File: config.mk
export PLATFORM = sky130hd
export DESIGN_NAME = motion_gated_motor_alert_core
export DESIGN_NICKNAME = d
export VERILOG_FILES = /design/src/hdl/mgma_pkg.sv /design/src/hdl/mgma_front.sv /design/src/hdl/mgma_queue.sv /design/src/hdl/mgma_back.sv /design/src/hdl/motion_gated_motor_alert_core.sv
export VERILOG_INCLUDE_DIRS = /design/src /design/src/hdl
export SDC_FILE = /design/constraint.sdc
export NUM_CORES = 1
export LEC_CHECK = 0
export BUFFER_PORTS_ARGS = -buffer_cell sky130_fd_sc_hd__buf_2
export CORE_MARGIN = 10
export CORE_UTILIZATION = 62
export DETAILED_ROUTE_END_ITERATION = 10
export GPL_ROUTABILITY_DRIVEN = 0
export MAX_ROUTING_LAYER = met4
export PLACE_DENSITY = 0.86
export SETUP_SLACK_MARGIN = 0.5
export SYNTH_ARGS = -nofsm -noshare
export SYNTH_HDL_FRONTEND = slang
export SYNTH_HIERARCHICAL = 1
export SYNTH_SLANG_ARGS = --single-unit
File: constraint.sdc
create_clock -name clk -period 6.8 [get_ports clk]
set_input_delay 0.34 -clock clk [delete_from_list [all_inputs] [get_ports clk]]
set_output_delay 0.34 -clock clk [all_outputs]
set_load 0.05 [all_outputs]
File: src/hdl/assert_macros.svh
// Assertion helpers shared by the RTL files.
`ifndef ASSERT_MACROS_SVH
`define ASSERT_MACROS_SVH

// Check a property on every rising clock edge outside reset.
`define ASSERT_CLK(label, prop, msg) \
	label: assert property (@(posedge clk) disable iff (!arst_n) prop) \
		else $error(msg);

// Check a property on every rising clock edge, reset included.
`define ASSERT_ALWAYS(label, prop, msg) \
	label: assert property (@(posedge clk) prop) else $error(msg);

`endif

File: src/hdl/mgma_pkg.sv
package mgma_pkg;

	localparam int TIME_W   = 32;
	localparam int SAMPLE_W = 16;
	localparam int LIMIT_W  = 15;
	localparam int CFG_IDX_W  = 3;
	localparam int CFG_DATA_W = 32;

	// Register indexes of the configuration port
	localparam logic [CFG_IDX_W-1:0] CFG_ACCEL_LIMIT   = 3'd0;
	localparam logic [CFG_IDX_W-1:0] CFG_GRAVITY_LEVEL = 3'd1;
	localparam logic [CFG_IDX_W-1:0] CFG_GRAVITY_TOL   = 3'd2;
	localparam logic [CFG_IDX_W-1:0] CFG_GYRO_LIMIT    = 3'd3;
	localparam logic [CFG_IDX_W-1:0] CFG_STILL_TIME    = 3'd4;
	localparam logic [CFG_IDX_W-1:0] CFG_STOP_DELAY    = 3'd5;

	localparam logic [LIMIT_W-1:0] RST_ACCEL_LIMIT   = 15'd84;
	localparam logic [LIMIT_W-1:0] RST_GRAVITY_LEVEL = 15'd4093;
	localparam logic [LIMIT_W-1:0] RST_GRAVITY_TOL   = 15'd209;
	localparam logic [LIMIT_W-1:0] RST_GYRO_LIMIT    = 15'd188;
	localparam logic [TIME_W-1:0]  RST_STILL_TIME    = 32'd1000;
	localparam logic [TIME_W-1:0]  RST_STOP_DELAY    = 32'd1000;

	localparam logic MODE_WRIST  = 1'b0;
	localparam logic MODE_FINGER = 1'b1;

	typedef struct packed {
		logic                       mode;
		logic [TIME_W-1:0]          time_ms;
		logic signed [SAMPLE_W-1:0] accel_x;
		logic signed [SAMPLE_W-1:0] accel_y;
		logic signed [SAMPLE_W-1:0] accel_z;
		logic signed [SAMPLE_W-1:0] gyro_x;
		logic signed [SAMPLE_W-1:0] gyro_y;
		logic signed [SAMPLE_W-1:0] gyro_z;
	} in_item_t;

	typedef struct packed {
		logic motor_drive;
		logic wrist_confirmed;
		logic sample_still;
	} out_item_t;

	// Classified sample handed from front to back
	typedef struct packed {
		logic              mode;
		logic [TIME_W-1:0] time_ms;
		logic              still;
	} cls_item_t;

	typedef struct packed {
		logic [LIMIT_W-1:0] accel_limit;
		logic [LIMIT_W-1:0] gravity_level;
		logic [LIMIT_W-1:0] gravity_tolerance;
		logic [LIMIT_W-1:0] gyro_limit;
		logic [TIME_W-1:0]  still_time_ms;
		logic [TIME_W-1:0]  stop_delay_ms;
	} cfg_t;

endpackage

File: src/hdl/mgma_front.sv
`include "assert_macros.svh"

module mgma_front (
	input  logic               clk,
	input  logic               arst_n,
	input  mgma_pkg::cfg_t     cfg,
	input  logic               in_valid,
	output logic               in_stall,
	input  mgma_pkg::in_item_t in_data,
	output logic               cls_valid,
	input  logic               cls_stall,
	output mgma_pkg::cls_item_t cls_data
);
	import mgma_pkg::*;

	localparam int MAG_W = SAMPLE_W + 1;

	function automatic logic [MAG_W-1:0] mag(input logic signed [MAG_W-1:0] v);
		mag = v[MAG_W-1] ? MAG_W'(-v) : MAG_W'(v);
	endfunction

	logic                    valid_s1;
	cls_item_t               item_s1;
	logic signed [MAG_W-1:0] dz;
	logic [MAG_W-1:0]        acc_lim;
	logic [MAG_W-1:0]        grav_tol;
	logic [MAG_W-1:0]        gyr_lim;
	logic                    still;
	logic                    take;

	always_comb begin
		acc_lim  = MAG_W'(cfg.accel_limit);
		grav_tol = MAG_W'(cfg.gravity_tolerance);
		gyr_lim  = MAG_W'(cfg.gyro_limit);
		dz = MAG_W'(in_data.accel_z) - $signed(MAG_W'(cfg.gravity_level));
		still = (mag(MAG_W'(in_data.accel_x)) < acc_lim) &&
			(mag(MAG_W'(in_data.accel_y)) < acc_lim) &&
			(mag(dz) < grav_tol) &&
			(mag(MAG_W'(in_data.gyro_x)) < gyr_lim) &&
			(mag(MAG_W'(in_data.gyro_y)) < gyr_lim) &&
			(mag(MAG_W'(in_data.gyro_z)) < gyr_lim);
	end

	// hold the stage while the queue is full
	assign in_stall  = valid_s1 && cls_stall;
	assign take      = in_valid && !in_stall;
	assign cls_valid = valid_s1;
	assign cls_data  = item_s1;

	always_ff @(posedge clk or negedge arst_n) begin
		if (!arst_n) begin
			valid_s1 <= 1'b0;
		end else if (take) begin
			valid_s1 <= 1'b1;
		end else if (!cls_stall) begin
			valid_s1 <= 1'b0;
		end
	end

	always_ff @(posedge clk) begin
		if (take) begin
			item_s1.mode    <= in_data.mode;
			item_s1.time_ms <= in_data.time_ms;
			item_s1.still   <= still;
		end
	end

	`ASSERT_CLK(a_front_hold, (valid_s1 && cls_stall) |=> (valid_s1 && $stable(item_s1)), "front stage dropped a stalled sample")
	`ASSERT_CLK(a_front_load, take |=> valid_s1, "accepted sample not captured")

endmodule

File: src/hdl/mgma_queue.sv
`include "assert_macros.svh"

module mgma_queue #(
	parameter int QUEUE_DEPTH = 2
) (
	input  logic                clk,
	input  logic                arst_n,
	input  logic                push_valid,
	output logic                push_stall,
	input  mgma_pkg::cls_item_t push_data,
	output logic                pop_valid,
	input  logic                pop_stall,
	output mgma_pkg::cls_item_t pop_data
);
	import mgma_pkg::*;

	localparam int PTR_W = (QUEUE_DEPTH > 1) ? $clog2(QUEUE_DEPTH) : 1;
	localparam int CNT_W = $clog2(QUEUE_DEPTH + 1);
	localparam logic [PTR_W-1:0] LAST = PTR_W'(QUEUE_DEPTH - 1);
	localparam logic [CNT_W-1:0] FULL = CNT_W'(QUEUE_DEPTH);

	cls_item_t        mem_q [QUEUE_DEPTH];
	logic [PTR_W-1:0] wr_ptr_q;
	logic [PTR_W-1:0] rd_ptr_q;
	logic [CNT_W-1:0] count_q;
	logic             push;
	logic             pop;

	assign push_stall = (count_q == FULL);
	assign pop_valid  = (count_q != '0);
	assign pop_data   = mem_q[rd_ptr_q];
	assign push       = push_valid && !push_stall;
	assign pop        = pop_valid && !pop_stall;

	always_ff @(posedge clk or negedge arst_n) begin
		if (!arst_n) begin
			wr_ptr_q <= '0;
			rd_ptr_q <= '0;
			count_q  <= '0;
		end else begin
			if (push) begin
				wr_ptr_q <= (wr_ptr_q == LAST) ? '0 : wr_ptr_q + 1'b1;
			end
			if (pop) begin
				rd_ptr_q <= (rd_ptr_q == LAST) ? '0 : rd_ptr_q + 1'b1;
			end
			if (push && !pop) begin
				count_q <= count_q + 1'b1;
			end else if (pop && !push) begin
				count_q <= count_q - 1'b1;
			end
		end
	end

	always_ff @(posedge clk) begin
		if (push) begin
			mem_q[wr_ptr_q] <= push_data;
		end
	end

	`ASSERT_CLK(a_queue_bound, count_q <= FULL, "queue count beyond depth")
	`ASSERT_CLK(a_queue_grow, (push && !pop) |=> (count_q == CNT_W'($past(count_q) + 1'b1)), "queue count did not advance on transfer in")

endmodule

File: src/hdl/mgma_back.sv
`include "assert_macros.svh"

module mgma_back (
	input  logic                clk,
	input  logic                arst_n,
	input  mgma_pkg::cfg_t      cfg,
	input  logic                cls_valid,
	output logic                cls_stall,
	input  mgma_pkg::cls_item_t cls_data,
	output logic                out_valid,
	input  logic                out_stall,
	output mgma_pkg::out_item_t out_data
);
	import mgma_pkg::*;

	logic [TIME_W-1:0] still_start_q;
	logic              still_timing_q;
	logic              wrist_stat_q;
	logic              motor_q;
	logic [TIME_W-1:0] stop_start_q;
	logic              out_valid_q;
	out_item_t         out_data_q;

	logic [TIME_W-1:0] still_start_d;
	logic              still_timing_d;
	logic              wrist_stat_d;
	logic              motor_d;
	logic [TIME_W-1:0] stop_start_d;
	logic [TIME_W-1:0] elapsed;
	logic              take;

	assign take      = cls_valid && (!out_valid_q || !out_stall);
	assign cls_stall = !take;
	assign out_valid = out_valid_q;
	assign out_data  = out_data_q;

	always_comb begin
		still_start_d  = still_start_q;
		still_timing_d = still_timing_q;
		wrist_stat_d   = wrist_stat_q;
		motor_d        = motor_q;
		stop_start_d   = stop_start_q;
		elapsed        = '0;
		if (cls_data.mode == MODE_WRIST) begin
			if (cls_data.still) begin
				if (!wrist_stat_q) begin
					// start the stillness run on its first sample
					if (!still_timing_q) begin
						still_start_d = cls_data.time_ms;
					end
					still_timing_d = 1'b1;
					elapsed = cls_data.time_ms - still_start_d;
					if (elapsed >= cfg.still_time_ms) begin
						wrist_stat_d = 1'b1;
					end
				end
			end else begin
				still_timing_d = 1'b0;
				if (wrist_stat_q) begin
					wrist_stat_d = 1'b0;
					if (motor_q) begin
						stop_start_d = cls_data.time_ms;
					end
				end
			end
		end else begin
			if (wrist_stat_q && !cls_data.still) begin
				motor_d = 1'b1;
			end
			elapsed = cls_data.time_ms - stop_start_q;
			if (motor_d && !wrist_stat_q && (elapsed >= cfg.stop_delay_ms)) begin
				motor_d = 1'b0;
			end
		end
	end

	always_ff @(posedge clk or negedge arst_n) begin
		if (!arst_n) begin
			still_start_q  <= '0;
			still_timing_q <= 1'b0;
			wrist_stat_q   <= 1'b0;
			motor_q        <= 1'b0;
			stop_start_q   <= '0;
			out_valid_q    <= 1'b0;
		end else begin
			if (take) begin
				still_start_q  <= still_start_d;
				still_timing_q <= still_timing_d;
				wrist_stat_q   <= wrist_stat_d;
				motor_q        <= motor_d;
				stop_start_q   <= stop_start_d;
				out_valid_q    <= 1'b1;
			end else if (!out_stall) begin
				out_valid_q <= 1'b0;
			end
		end
	end

	always_ff @(posedge clk) begin
		if (take) begin
			out_data_q.motor_drive     <= motor_d;
			out_data_q.wrist_confirmed <= wrist_stat_d;
			out_data_q.sample_still    <= cls_data.still;
		end
	end

	`ASSERT_CLK(a_back_wrist_motor, (take && (cls_data.mode == MODE_WRIST)) |=> (motor_q == $past(motor_q)), "motor changed on a wrist sample")
	`ASSERT_CLK(a_back_finger_wrist, (take && (cls_data.mode == MODE_FINGER)) |=> (wrist_stat_q == $past(wrist_stat_q)), "wrist state changed on a finger sample")

endmodule

File: src/hdl/motion_gated_motor_alert_core.sv
// Motion-gated motor alert. Each transfer on the input channel is one 6-axis
// IMU sample (wrist or finger, by mode) with a millisecond timestamp, and each
// produces exactly one result: the motor level, the wrist-confirmed flag and
// whether the sample itself was still. The block sustains one sample per clock
// cycle while the output is not stalled. A result passes through the
// classification register, which loads at the accepting edge, then the queue
// and the output register. The queue lets the classifier keep accepting while
// the output is stalled, until the queue is full. The user must write
// thresholds and times on the configuration port only while the block is
// idle; the block itself does not enforce this.
module motion_gated_motor_alert_core #(
	parameter int QUEUE_DEPTH = 2
) (
	input  logic                                 clk,
	input  logic                                 arst_n,
	input  logic                                 cfg_wr_en,
	input  logic [mgma_pkg::CFG_IDX_W-1:0]        cfg_addr,
	input  logic [mgma_pkg::CFG_DATA_W-1:0]       cfg_wdata,
	input  logic                                 in_valid,
	output logic                                 in_stall,
	input  mgma_pkg::in_item_t                   in_data,
	output logic                                 out_valid,
	input  logic                                 out_stall,
	output mgma_pkg::out_item_t                  out_data
);
	import mgma_pkg::*;

	cfg_t      cfg_q;
	logic      cls_valid;
	logic      cls_stall;
	cls_item_t cls_data;
	logic      q_valid;
	logic      q_stall;
	cls_item_t q_data;

	always_ff @(posedge clk or negedge arst_n) begin
		if (!arst_n) begin
			cfg_q.accel_limit       <= RST_ACCEL_LIMIT;
			cfg_q.gravity_level     <= RST_GRAVITY_LEVEL;
			cfg_q.gravity_tolerance <= RST_GRAVITY_TOL;
			cfg_q.gyro_limit        <= RST_GYRO_LIMIT;
			cfg_q.still_time_ms     <= RST_STILL_TIME;
			cfg_q.stop_delay_ms     <= RST_STOP_DELAY;
		end else if (cfg_wr_en) begin
			case (cfg_addr)
				CFG_ACCEL_LIMIT: begin
					cfg_q.accel_limit <= cfg_wdata[LIMIT_W-1:0];
				end
				CFG_GRAVITY_LEVEL: begin
					cfg_q.gravity_level <= cfg_wdata[LIMIT_W-1:0];
				end
				CFG_GRAVITY_TOL: begin
					cfg_q.gravity_tolerance <= cfg_wdata[LIMIT_W-1:0];
				end
				CFG_GYRO_LIMIT: begin
					cfg_q.gyro_limit <= cfg_wdata[LIMIT_W-1:0];
				end
				CFG_STILL_TIME: begin
					cfg_q.still_time_ms <= cfg_wdata[TIME_W-1:0];
				end
				CFG_STOP_DELAY: begin
					cfg_q.stop_delay_ms <= cfg_wdata[TIME_W-1:0];
				end
				default: begin
					// drop writes beyond the register list
				end
			endcase
		end
	end

	mgma_front u_front (
		.clk       (clk),
		.arst_n    (arst_n),
		.cfg       (cfg_q),
		.in_valid  (in_valid),
		.in_stall  (in_stall),
		.in_data   (in_data),
		.cls_valid (cls_valid),
		.cls_stall (cls_stall),
		.cls_data  (cls_data)
	);

	mgma_queue #(
		.QUEUE_DEPTH (QUEUE_DEPTH)
	) u_queue (
		.clk        (clk),
		.arst_n     (arst_n),
		.push_valid (cls_valid),
		.push_stall (cls_stall),
		.push_data  (cls_data),
		.pop_valid  (q_valid),
		.pop_stall  (q_stall),
		.pop_data   (q_data)
	);

	mgma_back u_back (
		.clk       (clk),
		.arst_n    (arst_n),
		.cfg       (cfg_q),
		.cls_valid (q_valid),
		.cls_stall (q_stall),
		.cls_data  (q_data),
		.out_valid (out_valid),
		.out_stall (out_stall),
		.out_data  (out_data)
	);

endmodule
==> results.cfg <==
[outcome]
outcome = complete, no violations

[placed_design]
port_buffers = 173
hpwl_mm = 39.7

[floorplanning]
die-area_um2 = 42200
dieWidth_um = 205
rows = 67
initial_core_util_pct = 63.2
die_h_um = 205
core_um2 = 33700
ioPinCount = 174

[logic_synthesis]
synthCells = 2067
yosys_warnings = 6
synthArstFlopShare_pct = 65.2
ys_seq_area_share_pct = 38.1
synthFlopType = dfrtp_1
synthesis.area_um2 = 21300
synth_edf_count = 105
syn_nets = 2472
synth_area_per_cell_um2 = 10.3
synthDistinctLibCells = 90
ys_ff_latch = 302

[routing]
drt_iter0_markers = 1622
route.detailed.drc = 0
vias = 16876
firstDrtPassIters = 6
avgViaCountPerCell = 6.14
wl_mm = 53.2
detail-route-antenna-nets = 0
wl_per_cell_um = 19.3

[sta]
fin_crit_sh_pct = 83.1
tns_ns = 0
hold_violations = 0
skew_ns = 0.0254
rsz0062_at_grt = no
tightest_slew_ns = 1.17
period_needed_ns = 5.65
slew_headroom_pct = 21.6
setup_viol = 0
maxSlewViolCount = 0
timing.fmax_mhz = 177

[grt]
antenna_found_initial = 2
grt_pass1_wl_mm = 85.0
grt_max_degree = 82
grt_usage_pct = 25.2
grt_pass1_vias = 17044
grt_overflow_total = 0

[final_layout]
n_fill_cell = 2319
final_common_cell = ha_1
area_growth_pct = 12.8
final-seq-area_um2 = 8130
multiInputGateArea_um2 = 12200
drive_gt1_share_pct = 19.2
layout_common_cells = 233 x ha_1, 184 x inv_1, 172 x buf_2, 161 x dfrtp_1, 138 x a21oi_1
fin_nets = 2678

[hold_path]
min_path_type = in -> reg

[clock_tree]
cts_tree = built
clk_pin_slew_ns = 0.07
clkSinkCount = 302
clockBufferDepth = 3
clock_latency_ns = 0.59
clock-root-buffer = clkbuf_16
cts_setup_buffers = 0
h-tree-depth = 1
numCtsBuffers = 31

[setup_path]
crit_chain = inv_1 > ha_1 > a211o_1 > nand2b_1 > o221ai_1 > a31oi_2 > a21oi_1 > o31a_1 > o31ai_1 > xnor2_1 > ha_1 > a22oi_1 > nand4_1 > a211o_1 > or4_1 > nor4_1 > o211ai_1 > nor4_1 > nand4_1 > a211oi_1
critPathCaptureType = flop
crit_type = reg -> reg
cp_max_fo = 11
critPathRequiredTime_ns = 7.21
crit_arrival_ns = 6.06
worstSetupStartpointType = flop
crit_slowest_cell = dfstp_2
cp_slowest_stage_delay_ns = 0.53

[pwr]
power_mw = 13.1
vdd_drop_max_v = 0.000372
p_leak_nw = 11.1
p_per_area_nw_per_um2 = 544

[run]
cap_violations = 0
kinds of logic after synthesis:
family | Yosys count | share of synthesized area, %
compound gates | 498 | 15.1
simple gates | 439 | 10.4
flops | 302 | 38.1
buf+inv | 245 | 4.96
fa+ha+maj | 236 | 14.0
mux | 193 | 11.1
xor+xnor | 154 | 6.37
timing repair:
| item | 4_1_cts | 5_1_grt |
|---|---|---|
| hold buffers | 51 | 0 |
| endpoints found under the setup margin | 0 | 0 |
| hold endpoints to repair | 127 | 0 |
| gates resized for setup | 0 | 0 |
per-layer routing:
metal | wire length (um) | global-route usage [%] | part of all wire, % | up-vias
met5 | 0 | - | 0 | -
met4 | 1960 | 9.00 | 3.7 | 0
met3 | 4090 | 3.63 | 7.7 | 174
met2 | 24600 | 40.9 | 46 | 778
met1 | 22500 | 31.7 | 42 | 8052
li1 | - | - | - | 7872
power by group:
part           switching (mW)  internal, mW
registers               0.265          2.51
clock network           0.749         0.975
logic                    5.00          3.58
final cells by class:
type                            count  area share, %
Multi-Input combinational cell   1520           50.6
Sequential cell                   302           33.8
Timing Repair Buffer              234           6.07
Clock buffer                       35           3.33
Inverter                          184           2.87
Tap cell                          448           2.33
Clock inverter                     23          0.984
Antenna cell                        2         0.0208
path summary, 6_finish.rpt:
check,startpoint,end,slack (ns),cells after the start
setup reg to reg,cfg_q[101],u_front/cls_data[0],1.15,20
max in group asynchronous,arst_n,cfg_q[10],5.11,3
min in group asynchronous,arst_n,u_back/still_start_q[28],0.36,2
setup / recovery,cfg_q[101],u_front/cls_data[0],1.15,20
hold / removal,cfg_wdata[23],cfg_q[23],0.02,2
hold reg to reg,u_front/cls_data[11],u_queue/mem_q[0][11],0.44,0
Yosys cell counts (6+ instances only):
cell / n / area (um2)
o21a_1: 14 / 105
a211oi_1: 9 / 67.6
o21ai_0: 119 / 596
mux2_4: 59 / 886
o211ai_1: 12 / 90.1
nor4_1: 13 / 81.3
edfxtp_1: 105 / 3150
ha_1: 233 / 2920
nor2b_1: 11 / 68.8
dfstp_2: 35 / 920
or4_1: 10 / 75.1
xor2_1: 35 / 307
mux2_1: 30 / 338
nand4_1: 31 / 194
a21oi_1: 138 / 691
nor2_1: 98 / 368
a21o_1: 87 / 653
and3_1: 10 / 62.6
o21bai_1: 9 / 67.6
nor3_1: 21 / 105
mux2i_1: 31 / 310
o41ai_1: 13 / 114
or3_1: 6 / 37.5
xnor2_1: 118 / 1030
inv_1: 184 / 691
mux2_2: 73 / 822
clkbuf_1: 41 / 154
nand3_1: 26 / 130
a31oi_1: 9 / 56.3
buf_2: 8 / 40.0
or2_2: 11 / 68.8
and2_1: 8 / 50.1
nand2b_1: 26 / 163
nand2_1: 137 / 514
o31ai_1: 22 / 165
dfrtp_1: 162 / 4050
state kept, by name, summed over array words and instances (netlist names), 2 cells and up:
register and flops:
u_back/still_start_q 32, u_back/stop_start_q 32, u_queue/count_q 2, cfg_q 124, u_back/out_data 3, u_front/cls_data 34, u_queue/mem_q 68
critical path, delay by kind of cell (launching register included):
family	cells	cell delay, ns
compound gates	10	2.64
simple gates	6	1.47
fa+ha+maj	2	0.63
flops	1	0.53
xor+xnor	1	0.17
buf+inv	1	0.04
through the flow:
step	instances	hold slack, ns	worst slack (ns)	util (%)	area (um2)
4_1_cts	2746	0.00302	1.29	71.3	24000
3_5_place_dp	2637	0.425	1.31	66.7	22500
6_report	2748	0.0213	1.15	71.3	24000
2_1_floorplan	2067	0.0444	1.84	-	21300
3_3_place_gp	2637	0.415	1.48	66.7	22500
5_1_grt	2748	0.0100	0.855	71.3	24000
(Power assumes the default switching activity.)
